===== config.mk =====
export PLATFORM = sky130hd
export DESIGN_NAME = spl_log_cell
export DESIGN_NICKNAME = d
export VERILOG_FILES = /design/src/sv/assert_macros.svh /design/src/sv/spl_pkg.sv /design/src/sv/spl_log_cell.sv
export SDC_FILE = /design/constraint.sdc
export NUM_CORES = 2
export LEC_CHECK = 0
export ABC_CLOCK_PERIOD_IN_PS = 16800
export BUFFER_PORTS_ARGS = -buffer_cell sky130_fd_sc_hd__buf_2
export CORE_UTILIZATION = 40
export DETAILED_ROUTE_END_ITERATION = 16
export MAX_ROUTING_LAYER = met4
export PLACE_DENSITY = 0.53
export SLEW_MARGIN = 10
export SYNTH_ARGS = -nofsm -noshare
export SYNTH_HDL_FRONTEND = slang
export SYNTH_SLANG_ARGS = --single-unit

===== constraint.sdc =====
create_clock -name aclk -period 16.8 [get_ports aclk]
set_clock_uncertainty 0.05 [all_clocks]
set_input_delay 3.36 -clock aclk [delete_from_list [all_inputs] [get_ports aclk]]
set_output_delay 3.36 -clock aclk [all_outputs]
set_load 0.02 [all_outputs]

===== src/sv/assert_macros.svh =====
// Assertion macros shared by the compander RTL.
// Needs a clock named aclk and an active-low reset named aresetn in scope.
`ifndef ASSERT_MACROS_SVH
`define ASSERT_MACROS_SVH

// Checked only while out of reset.
`define ASSERT_CLK(lbl, prop, msg) \
    lbl: assert property (@(posedge aclk) disable iff (!aresetn) prop) else $error(msg);

// Checked during reset as well.
`define ASSERT_ALWAYS(lbl, prop, msg) \
    lbl: assert property (@(posedge aclk) prop) else $error(msg);

`endif


===== src/sv/spl_pkg.sv =====
// Constants and elaboration-time helpers for the spectral power-law compander.
// No dependencies; used by the cells, the scaler and the top level.
package spl_pkg;

    localparam int SAMPLE_WIDTH_DEF = 32;
    localparam int LOG_FRAC         = 24;
    localparam int MANT_FRAC        = 30;
    localparam int MANT_W           = MANT_FRAC + 1;
    localparam int SHIFT_W          = 18;
    localparam int LINT_W           = 8;

    localparam logic signed [25:0] EXP_COMPRESS = -26'sd5872026;
    localparam logic signed [25:0] EXP_EXPAND   = 26'sd19573419;

    // Truncated integer square root, used only on constants.
    function automatic logic [63:0] isqrt64(input logic [63:0] val);
        logic [63:0] v;
        logic [63:0] r;
        logic [63:0] b;
        v = val;
        r = 64'd0;
        b = 64'd1 << 62;
        for (int i = 0; i < 32; i++) begin
            if (v >= r + b) begin
                v = v - (r + b);
                r = (r >> 1) + b;
            end else begin
                r = r >> 1;
            end
            b = b >> 2;
        end
        return r;
    endfunction

    // Factor 2^(2^-idx) in Q1.30, as a chain of truncated square roots from 2.0.
    function automatic logic [MANT_W-1:0] exp2_factor(input int idx);
        logic [63:0] c;
        c = 64'd1 << (MANT_FRAC + 1);
        for (int i = 1; i <= idx; i++) begin
            c = isqrt64(c << MANT_FRAC);
        end
        return c[MANT_W-1:0];
    endfunction

endpackage


===== src/sv/spl_log_cell.sv =====
// One bit of the base-two logarithm fraction: square, renormalise, emit a bit.
// Depends on spl_pkg.
module spl_log_cell (
    input  logic                          aclk,
    input  logic                          en,
    input  logic [spl_pkg::MANT_W-1:0]    y_in,
    input  logic [spl_pkg::LOG_FRAC-1:0]  frac_in,
    output logic [spl_pkg::MANT_W-1:0]    y_out,
    output logic [spl_pkg::LOG_FRAC-1:0]  frac_out
);
    import spl_pkg::*;

    logic [2*MANT_W-1:0] sq;
    logic [MANT_W:0]     ysq;
    logic                bit_v;
    logic [MANT_W-1:0]   y_next;
    logic [MANT_W-1:0]   y_reg;
    logic [LOG_FRAC-1:0] frac_reg;

    always_comb begin
        sq     = y_in * y_in;
        ysq    = sq[MANT_FRAC +: MANT_W+1];
        bit_v  = ysq[MANT_W];
        y_next = bit_v ? ysq[MANT_W:1] : ysq[MANT_W-1:0];
    end

    always_ff @(posedge aclk) begin
        if (en) begin
            y_reg    <= y_next;
            frac_reg <= {frac_in[LOG_FRAC-2:0], bit_v};
        end
    end

    assign y_out    = y_reg;
    assign frac_out = frac_reg;
endmodule


==> qor.yml <==
die:
  design.die.area_mm2: 0.0738
  ioPinCount: 112
  die_x_um: 272
  fp.coreArea_mm2: 0.0717
  std_cell_rows: 98
  fp.dieH_um: 272
  initial_core_util_pct: 40.6
final_layout:
  n_fill_cell: 7046
  footprint_of_the_multi_input_gates_mm2: 0.0235
  layout.cell_area.non_filler_mm2: 0.0306
  seqCellArea_mm2: 0.00165
  share_of_layout_cells_above_drive_strength_1_pct: 5.43
  finalNetCount: 4113
  syn2layout_area_growth_pct: 5.06
  utilization_pct: 42.6
yosys:
  synth-main-ff-cell: "sky130_fd_sc_hd__edfxtp_1"
  synthesized_net_count: 4100
  synth_area_leaders: "sky130_fd_sc_hd__fa_1, sky130_fd_sc_hd__inv_1, sky130_fd_sc_hd__ha_1"
  ys_seq_elements: 55
  postSynthAreaPerCell_um2: 9.61
  synth_area_leader_cell: "sky130_fd_sc_hd__fa_1"
  leading_cell_type_by_number_of_instances_after_synthesis: "sky130_fd_sc_hd__inv_1"
  synth_sequential_area_ratio_pct: 5.67
  synth_top_area_share_pct: 51.4
  post_synth_num_cell_types: 70
  number_of_instances_in_the_synthesized_netlist: 3027
  warnings_from_yosys: 0
  synth.top_cells.by_count: "sky130_fd_sc_hd__inv_1, sky130_fd_sc_hd__fa_1, sky130_fd_sc_hd__nand2_1"
  asyncSetResetFlopFracSynth_pct: 0
  post_synth_instance_area_mm2: 0.0291
  synth_edf_count: 55
cts:
  tritoncts: "yes"
  cts_buffers: 5
  clock-sinks: 55
  post_cts_buffers: 0
  cts.hold.buffers_added: 0
  cts_resized: 0
  worst_setup_hold_path_clk_slew_ps: 70
  cts-root-buf: "sky130_fd_sc_hd__clkbuf_16"
  htree_levels: 2
  ctsLongestPathBuffers: 2
critical_path:
  crit_path_from: "y_in[15]"
  crit_path_max_fanout: 29
  cp_data_required_time_ps: 16790
  critPathKind: "input port to flop"
  critPathArrivalTime_ps: 12630
  critPathLaunchType: "input port"
  kind_of_end_point_of_the_critical_path: "flop"
run_status:
  run_status: "finished clean"
drt:
  drt_first_pass_iters: 6
  drc: 0
  route.antenna.remaining_nets: 0
  detailedRoute.firstIterationViolations: 720
  routed_wl_um: 73500
  vias: 19600
  wl_per_cell_um: 18.4
  via_per_inst: 4.90
grt:
  first_pass_grt_wire_length_um: 123000
  grt_use_total_pct: 21.9
  grt_start_max_net_pins: 56
  grt_antenna_before_repair: 1
  globalRouteOverflowTotal: 0
  vias_in_the_first_global_route: 22900
flow_run:
  max-cap-violations: 0
sta:
  setup_tns_ps: 0
  finalCritPeriodShare_pct: 75.2
  drv_slew: 0
  timing.max_slew.rel_slack_pct: 18.0
  hold_fails_final_rpt: 0
  rsz0062_at_grt: "false"
  timing.fmax_mhz: 79.1
  tightestPinTransition_ps: 1230
  hold-worst-slack_ps: 3180
  fin_crit_ps: 12640
  setup_viol_count_final: 0
worst_hold_path:
  timing.hold.worst_endpoint: "frac_out[14]$_DFFE_PP_"
  hp_start: "frac_in[13]"
  min_path_type: "input port to flop"
  worst_hold_path.num_cells: 1
place:
  dpl.hpwl_um: 59800
  detailed_place.area_mm2: 0.0304
  numPortBuffers: 110
  gp_routability_congestion: 0.887
[worst max-delay path: stages]
cell	delay, ps
sky130_fd_sc_hd__buf_2	590
sky130_fd_sc_hd__clkinv_1	620
sky130_fd_sc_hd__nor2_1	380
sky130_fd_sc_hd__fa_1	490
sky130_fd_sc_hd__fa_1	540
sky130_fd_sc_hd__inv_1	50
sky130_fd_sc_hd__fa_1	460
sky130_fd_sc_hd__fa_1	560
sky130_fd_sc_hd__inv_1	70
sky130_fd_sc_hd__fa_1	450
sky130_fd_sc_hd__fa_1	430
sky130_fd_sc_hd__fa_1	540
sky130_fd_sc_hd__fa_1	450
sky130_fd_sc_hd__ha_1	420
sky130_fd_sc_hd__nand2_1	150
sky130_fd_sc_hd__nor4_1	420
sky130_fd_sc_hd__nand3_1	190
sky130_fd_sc_hd__a211oi_2	180
sky130_fd_sc_hd__nor3_1	90
sky130_fd_sc_hd__buf_4	190
sky130_fd_sc_hd__or4_4	530
sky130_fd_sc_hd__and3_1	330
sky130_fd_sc_hd__nor2_4	690
sky130_fd_sc_hd__mux2_2	420
[how the worst max path moves through the flow]
stage	end	slack, ps	cells after the start
floorplan	y_out[22]$_DFFE_PP_	5640	30
global placement	y_out[11]$_DFFE_PP_	3820	24
detailed placement	y_out[12]$_DFFE_PP_	3820	24
CTS	y_out[12]$_DFFE_PP_	4090	24
global route	y_out[12]$_DFFE_PP_	3670	24
finish	y_out[12]$_DFFE_PP_	4160	24
[flip-flops by register name, summed over array words and instances, names as in the netlist]
register	count
frac_out	24
y_out	31
[routing by layer]
metal  GRT usage, %  vias up  part of all wire [%]
met5              -        -                     0
met2           39.1      358                    53
met3           1.73      107                   3.2
met1           26.5    10200                    41
li1               -     8859                     -
met4           5.66        0                   2.9
[layout by cell type, fill, tap and decap left out, types with 32 or more instances in the layout]
master | Yosys | routed
sky130_fd_sc_hd__nand2_1 | 301 | 301
sky130_fd_sc_hd__nor2_1 | 60 | 60
sky130_fd_sc_hd__ha_1 | 269 | 269
sky130_fd_sc_hd__buf_2 | 8 | 110
sky130_fd_sc_hd__a21oi_1 | 62 | 62
sky130_fd_sc_hd__xnor2_1 | 32 | 32
sky130_fd_sc_hd__and2_1 | 190 | 190
sky130_fd_sc_hd__o21ai_0 | 38 | 38
sky130_fd_sc_hd__fa_1 | 747 | 747
sky130_fd_sc_hd__edfxtp_1 | 55 | 55
sky130_fd_sc_hd__inv_1 | 919 | 919
[area by class of cell]
cell class | instances | share of cell area (%)
Multi-Input combinational cell | 1940 | 76.9
Inverter | 920 | 11.3
Sequential cell | 55 | 5.40
Tap cell | 950 | 3.89
Timing Repair Buffer | 118 | 2.00
Clock buffer | 5 | 0.409
Clock inverter | 3 | 0.0737
Antenna cell | 1 | 0.00818
[stage by stage]
step                worst slack (ps)  instances
floorplan                       5640       3027
finish                          4160       3992
CTS                             4090       3991
detailed placement              3820       3983
global placement                3820       3983
global route                    3670       3992
[logic make-up after synthesis]
group           Yosys count  share of synthesized area [%]
compound gates          199                           4.47
xor+xnor                 53                           1.59
fa+ha+maj              1016                           62.9
buf+inv                1032                           13.5
flops                    55                           5.67
mux                      30                           1.13
simple gates            642                           10.7
Power is left out: the tool's default activity adds up to more than one toggle a clock period on the data nets, which glitch-free logic cannot reach.
