--- config.mk ---
export PLATFORM = sky130hd
export DESIGN_NAME = spl_exp_cell
export DESIGN_NICKNAME = d
export VERILOG_FILES = /design/src/sv/assert_macros.svh /design/src/sv/spl_pkg.sv /design/src/sv/spl_exp_cell.sv
export SDC_FILE = /design/constraint.sdc
export NUM_CORES = 1
export LEC_CHECK = 0
export BUFFER_PORTS_ARGS = -buffer_cell sky130_fd_sc_hd__buf_2
export CAP_MARGIN = 0
export CORE_ASPECT_RATIO = 1.1
export CORE_UTILIZATION = 52
export DETAILED_ROUTE_END_ITERATION = 8
export PLACE_DENSITY = 0.7
export SYNTH_ARGS = -nofsm -noshare
export SYNTH_HDL_FRONTEND = slang
export SYNTH_SLANG_ARGS = --single-unit
--- constraint.sdc ---
create_clock -name aclk -period 8.5 [get_ports aclk]
set_input_delay 0.85 -clock aclk [delete_from_list [all_inputs] [get_ports aclk]]
set_output_delay 0.85 -clock aclk [all_outputs]
set_load 0.1 [all_outputs]
--- src/sv/assert_macros.svh ---
// Assertion macros shared by the compander RTL.
// Needs a clock named aclk and an active-low reset named aresetn in scope.
`ifndef ASSERT_MACROS_SVH
`define ASSERT_MACROS_SVH

// Checked only while out of reset.
`define ASSERT_CLK(lbl, prop, msg) \
    lbl: assert property (@(posedge aclk) disable iff (!aresetn) prop) else $error(msg);

// Checked during reset as well.
`define ASSERT_ALWAYS(lbl, prop, msg) \
    lbl: assert property (@(posedge aclk) prop) else $error(msg);

`endif

--- src/sv/spl_pkg.sv ---
// Constants and elaboration-time helpers for the spectral power-law compander.
// No dependencies; used by the cells, the scaler and the top level.
package spl_pkg;

    localparam int SAMPLE_WIDTH_DEF = 32;
    localparam int LOG_FRAC         = 24;
    localparam int MANT_FRAC        = 30;
    localparam int MANT_W           = MANT_FRAC + 1;
    localparam int SHIFT_W          = 18;
    localparam int LINT_W           = 8;

    localparam logic signed [25:0] EXP_COMPRESS = -26'sd5872026;
    localparam logic signed [25:0] EXP_EXPAND   = 26'sd19573419;

    // Truncated integer square root, used only on constants.
    function automatic logic [63:0] isqrt64(input logic [63:0] val);
        logic [63:0] v;
        logic [63:0] r;
        logic [63:0] b;
        v = val;
        r = 64'd0;
        b = 64'd1 << 62;
        for (int i = 0; i < 32; i++) begin
            if (v >= r + b) begin
                v = v - (r + b);
                r = (r >> 1) + b;
            end else begin
                r = r >> 1;
            end
            b = b >> 2;
        end
        return r;
    endfunction

    // Factor 2^(2^-idx) in Q1.30, as a chain of truncated square roots from 2.0.
    function automatic logic [MANT_W-1:0] exp2_factor(input int idx);
        logic [63:0] c;
        c = 64'd1 << (MANT_FRAC + 1);
        for (int i = 1; i <= idx; i++) begin
            c = isqrt64(c << MANT_FRAC);
        end
        return c[MANT_W-1:0];
    endfunction

endpackage

--- src/sv/spl_exp_cell.sv ---
// One factor of the base-two power of a fraction: multiply in 2^(2^-IDX) if its bit is set.
// Depends on spl_pkg.
module spl_exp_cell #(
    parameter int IDX = 1
) (
    input  logic                          aclk,
    input  logic                          en,
    input  logic [spl_pkg::MANT_W-1:0]    m_in,
    input  logic [spl_pkg::LOG_FRAC-1:0]  f_in,
    output logic [spl_pkg::MANT_W-1:0]    m_out,
    output logic [spl_pkg::LOG_FRAC-1:0]  f_out
);
    import spl_pkg::*;

    localparam logic [MANT_W-1:0] FACTOR = exp2_factor(IDX);

    logic [2*MANT_W:0]   prod;
    logic [MANT_W-1:0]   m_next;
    logic [MANT_W-1:0]   m_reg;
    logic [LOG_FRAC-1:0] f_reg;

    always_comb begin
        prod   = (2*MANT_W+1)'(m_in) * (2*MANT_W+1)'(FACTOR)
                 + ((2*MANT_W+1)'(1) << (MANT_FRAC - 1));
        m_next = f_in[LOG_FRAC-IDX] ? prod[MANT_FRAC +: MANT_W] : m_in;
    end

    always_ff @(posedge aclk) begin
        if (en) begin
            m_reg <= m_next;
            f_reg <= f_in;
        end
    end

    assign m_out = m_reg;
    assign f_out = f_reg;
endmodule

==> qor.yml, run 1 <==
synth:
  synth_top_cell_by_area: "fa_1"
  synth_area_per_cell_sq_um: 10.5
  yosysMostFrequentCell: "inv_1"
  yosys_warnings: 0
  async_reset_ff_frac: 0
  yosysUniqueCellTypes: 62
  synth-seq-cells: 55
  syn-num-nets: 2548
  syn_area_sq_mm: 0.0182
  synth.area.top_cells: "fa_1 35%, ha_1 30%, inv_1 11%"
  synthFlopType: "edfxtp_1"
  synthTopCellsByCount: "509 x inv_1, 435 x ha_1, 322 x fa_1, 56 x nand2_1, 55 x edfxtp_1"
  synth.top_cell.area_share: 0.354
  synthCells: 1734
  synth_edf_count: 55
  synth.yosys.seq_area_share: 0.0908
clock_tree:
  tritoncts: "yes"
  cts_setup_buffers: 0
  clock_path_buffers: 2
  htree_num_levels: 2
  numCtsBuffers: 5
  clk_pin_slew_worst_paths_ps: 70
  clkSinkCount: 55
  cts_root_buf: "clkbuf_16"
  holdBufCountCts: 0
  cts-resized-gates: 0
grt:
  grt_pass1_wl_um: 74400
  grt_pass1_vias: 14100
  grt_usage: 0.274
  overflow: 0
  antenna_found_initial: 0
  grt_max_degree: 56
route:
  drt_iter0_drc: 545
  drcViolationCount: 0
  drt.antenna.violating_nets: 0
  avgViaCountPerCell: 5.39
  wl_um: 45300
  num_vias: 12400
  wire_per_inst_um: 19.7
  drtPass1Iterations: 4
final_layout:
  fillers: 2910
  register_area_sq_mm: 0.00165
  multi_input_area_sq_mm: 0.0146
  drive_above_1_share: 0.0943
  antenna_cells: 0
  area_growth_pct: 7.71
  final_nets: 2679
timing:
  setup_violations: 0
  worst_slew_pin_slew_ps: 1010
  fmax_ghz: 0.126
  hold_viol: 0
  slew_headroom: 0.329
  drv_slew: 0
  fin_crit_sh: 0.937
  grt_setup_unrepaired: "no"
  period_needed_ps: 7960
  setup_tns_ps: 0
die:
  fp.dieArea_sq_mm: 0.0357
  placementRows: 71
  die_h_um: 198
  initial_core_util: 0.530
  die_w_um: 180
  io_pins: 112
  coreArea_sq_mm: 0.0343
worst_hold_path:
  hold_path_class: "in2reg"
place:
  dpl.hpwl_um: 40000
  io_buffer_count: 111
  gp_congestion: 0.973
status:
  status: "finished, final reports clean"
worst_setup_path:
  crit_arrival_ps: 8030
  critPathKind: "in2reg"
  crit_path_end_kind: "flop"
  worstPathRequired_ps: 8570
  path_max_fanout: 10
  crit_path_start_kind: "input pin"
job:
  maxCapViolCount: 0
-- critical path: stages --
cell      delay, ps
buf_2           330
inv_1           220
ha_1            330
inv_1           110
fa_1            400
fa_1            490
inv_1            50
fa_1            490
inv_1            60
fa_1            480
fa_1            470
fa_1            530
inv_1            50
fa_1            480
inv_1            60
ha_1            360
nand2_1         130
nor3_2          330
a31oi_1         130
a31oi_1         190
buf_4           150
o211ai_2        160
a211oi_2        540
nor2_1          170
xnor2_1         180
mux2_2          270
-- area by class of cell --
cell class                 instances  share of cell area
tap                              438              0.0280
clock buffer                       5             0.00639
multi-input combinational       1157               0.744
sequential                        55              0.0843
timing repair buffer             137              0.0383
clock inverter                     3             0.00141
inverter                         509              0.0975
-- layer usage --
| layer | wire (um) | vias up | part of all wire | global-route usage |
|---|---|---|---|---|
| li1 | - | 5767 | - | - |
| met1 | 17900 | 6275 | 0.40 | 0.319 |
| met2 | 24100 | 296 | 0.53 | 0.525 |
| met3 | 1600 | 89 | 0.035 | 0.0239 |
| met4 | 1630 | 0 | 0.036 | 0.0978 |
| met5 | 0 | - | 0 | 0 |
-- cell families after synthesis --
logic type,Yosys count,synth area share
compound gates,166,0.0644
xor+xnor,61,0.0294
fa+ha+maj,757,0.654
buf+inv,522,0.108
flops,55,0.0908
mux,22,0.0136
simple gates,151,0.0402
-- metrics by stage --
step	std cells	worst slack, ps	cell area (sq um)	util	hold slack (ps)
5_1_grt	2304	259	19600	0.571	698
2_1_floorplan	1734	1450	18200	-	949
3_5_place_dp	2296	278	19400	0.567	1030
4_1_cts	2304	595	19600	0.571	700
3_3_place_gp	2296	362	19400	0.567	1030
6_report	2304	536	19600	0.571	707
-- registers in the layout (all words and copies together) (netlist names) --
| signal | cells |
|---|---|
| m_out | 31 |
| f_out | 24 |
-- path summary, 6_finish.rpt --
check  startpoint         to  slack, ps  cells past startpoint
min       f_in[8]   f_out[8]        710                      1
max      m_in[14]  m_out[22]        540                     26
-- cells in the final DEF (no fill, tap or decap), types with 17 or more instances in the layout --
cell type,instances
inv_1,509
ha_1,435
fa_1,322
buf_2,111
nand2_1,56
edfxtp_1,55
a21o_1,45
a21oi_1,40
xor2_1,38
nor2_1,29
buf_4,26
xnor2_1,23
o21ai_0,21
mux2_2,18
and2_1,17
Power of run 1 is not shown: default switching activity piles up to over one toggle a cycle in this logic, so the estimate is an artifact.
==> run 2: changes to the inputs <==
--- a/config.mk
+++ b/config.mk
@@ -8,9 +8,8 @@
 export BUFFER_PORTS_ARGS = -buffer_cell sky130_fd_sc_hd__buf_2
 export CAP_MARGIN = 0
 export CORE_ASPECT_RATIO = 1.1
-export CORE_UTILIZATION = 52
+export CORE_UTILIZATION = 42
 export DETAILED_ROUTE_END_ITERATION = 8
-export PLACE_DENSITY = 0.7
 export SYNTH_ARGS = -nofsm -noshare
 export SYNTH_HDL_FRONTEND = slang
 export SYNTH_SLANG_ARGS = --single-unit
==> qor.yml, run 2 (same netlist as run 1, synthesis figures left out) <==
worst_hold_path:
  whs_path_depth: 1  # unchanged
  hold_path_class: "in2reg"  # unchanged
  whs_endpoint: "f_out[9]"  # was f_out[8]
  hp-start: "f_in[9]"  # was f_in[8]
route:
  drtPass1Iterations: 5  # was 4
  wire_per_inst_um: 19.3  # was 19.7 um
  wl_um: 46800  # was 45300 um
  num_vias: 12400  # about the same
  avgViaCountPerCell: 5.10  # was 5.39
  drt_iter0_drc: 512  # was 545
  drt.antenna.violating_nets: 0  # unchanged
  drcViolationCount: 0  # unchanged
place:
  io_buffer_count: 111  # unchanged
  dpl.hpwl_um: 40700  # was 40000 um
  gp_congestion: 0.903  # was 0.973
final_layout:
  fillers: 4078  # was 2910
  final_cell_mix: "509 x inv_1, 435 x ha_1, 322 x fa_1"  # unchanged
  area_growth_pct: 8.30  # was 7.71%
  antenna_cells: 0  # unchanged
  largest_register_ffs: 31  # unchanged
  final_nets: 2674  # was 2679
  drive_above_1_share: 0.0908  # was 0.0943
  fin_util: 0.463  # was 0.571
  register_area_sq_mm: 0.00165  # unchanged
  final_common_cell: "inv_1"  # unchanged
  multi_input_area_sq_mm: 0.0146  # unchanged
clock_tree:
  tritoncts: "yes"  # unchanged
  clock_path_buffers: 2  # unchanged
  cts_root_buf: "clkbuf_16"  # unchanged
  cts-resized-gates: 0  # unchanged
  clk_pin_slew_worst_paths_ps: 80  # was 70 ps
  clkSinkCount: 55  # unchanged
  holdBufCountCts: 0  # unchanged
  htree_num_levels: 2  # unchanged
  cts_setup_buffers: 0  # unchanged
  numCtsBuffers: 5  # unchanged
timing:
  hold_viol: 0  # unchanged
  fmax_ghz: 0.126  # about the same
  worst_slew_pin_slew_ps: 972  # was 1010 ps
  holdWs_ps: 703  # was 707 ps
  slew_headroom: 0.352  # was 0.329
  period_needed_ps: 7920  # was 7960 ps
  setup_violations: 0  # unchanged
  fin_crit_sh: 0.932  # was 0.937
  drv_slew: 0  # unchanged
  grt_setup_unrepaired: "no"  # unchanged
  setup_tns_ps: 0  # unchanged
die:
  io_pins: 112  # unchanged
  die_w_um: 200  # was 180 um
  coreArea_sq_mm: 0.0425  # was 0.0343 sq mm
  die_h_um: 220  # was 198 um
  placementRows: 79  # was 71
  fp.dieArea_sq_mm: 0.0441  # was 0.0357 sq mm
  initial_core_util: 0.428  # was 0.530
worst_setup_path:
  path_max_fanout: 15  # was 10
  crit_path_start_kind: "input pin"  # unchanged
  critPathKind: "in2reg"  # unchanged
  crit_arrival_ps: 8000  # was 8030 ps
  crit_path_end_kind: "flop"  # unchanged
  worstPathRequired_ps: 8580  # was 8570 ps
grt:
  grt_pass1_wl_um: 76200  # was 74400 um
  grt_max_degree: 43  # was 56
  antenna_found_initial: 0  # unchanged
  grt_usage: 0.226  # was 0.274
  grt_pass1_vias: 14200  # was 14100
  overflow: 0  # unchanged
status:
  status: "finished, final reports clean"  # unchanged
job:
  maxCapViolCount: 0  # unchanged
-- run 2: metrics by stage --
step                area (sq um)  setup slack [ps]  std cells
floorplan                  18200              1450       1734
global placement           19600               291       2420
detailed placement         19600               286       2420
CTS                        19700               579       2428
global route               19700               232       2428
finish                     19700               579       2428
-- run 2: worst max path at each step --
| stage | from | to | slack, ps | cells past startpoint |
|---|---|---|---|---|
| floorplan | m_in[5] | m_out[22] | 1450 | 24 |
| global placement | m_in[8] | m_out[22] | 290 | 26 |
| detailed placement | m_in[8] | m_out[22] | 290 | 26 |
| CTS | m_in[8] | m_out[22] | 580 | 26 |
| global route | m_in[8] | m_out[22] | 230 | 26 |
| finish | m_in[8] | m_out[22] | 580 | 26 |
-- run 2: per-layer routing --
metal / global-route usage / vias to the layer above / wire length (um)
li1: - / 5759 / -
met3: 0.0200 / 85 / 1410
met4: 0.0662 / 0 / 1430
met5: 0 / - / 0
met1: 0.261 / 6274 / 18800
met2: 0.442 / 255 / 25200
-- run 2: area by class of cell --
class / count / share of cell area
Clock inverter: 1 / 0.000254
Tap cell: 567 / 0.0360
Sequential cell: 55 / 0.0839
Inverter: 509 / 0.0970
Clock buffer: 7 / 0.00673
Multi-Input combinational cell: 1157 / 0.740
Timing Repair Buffer: 132 / 0.0362
-- run 2: critical path: stages --
cell and delay (ps):
buf_2 420, ha_1 370, xor2_1 240, ha_1 230, nand2b_1 150, fa_1 480, inv_1 50, fa_1 490
inv_1 60, fa_1 490, fa_1 500, fa_1 490, inv_1 50, fa_1 480, inv_1 40, ha_1 320
nand2_1 100, nor3_2 350, a31oi_1 150, a31oi_1 220, buf_4 160, o211ai_2 130, a211oi_2 560, nor2_1 180
xnor2_1 150, mux2_2 260
Power of run 2 is left out for the same reason.
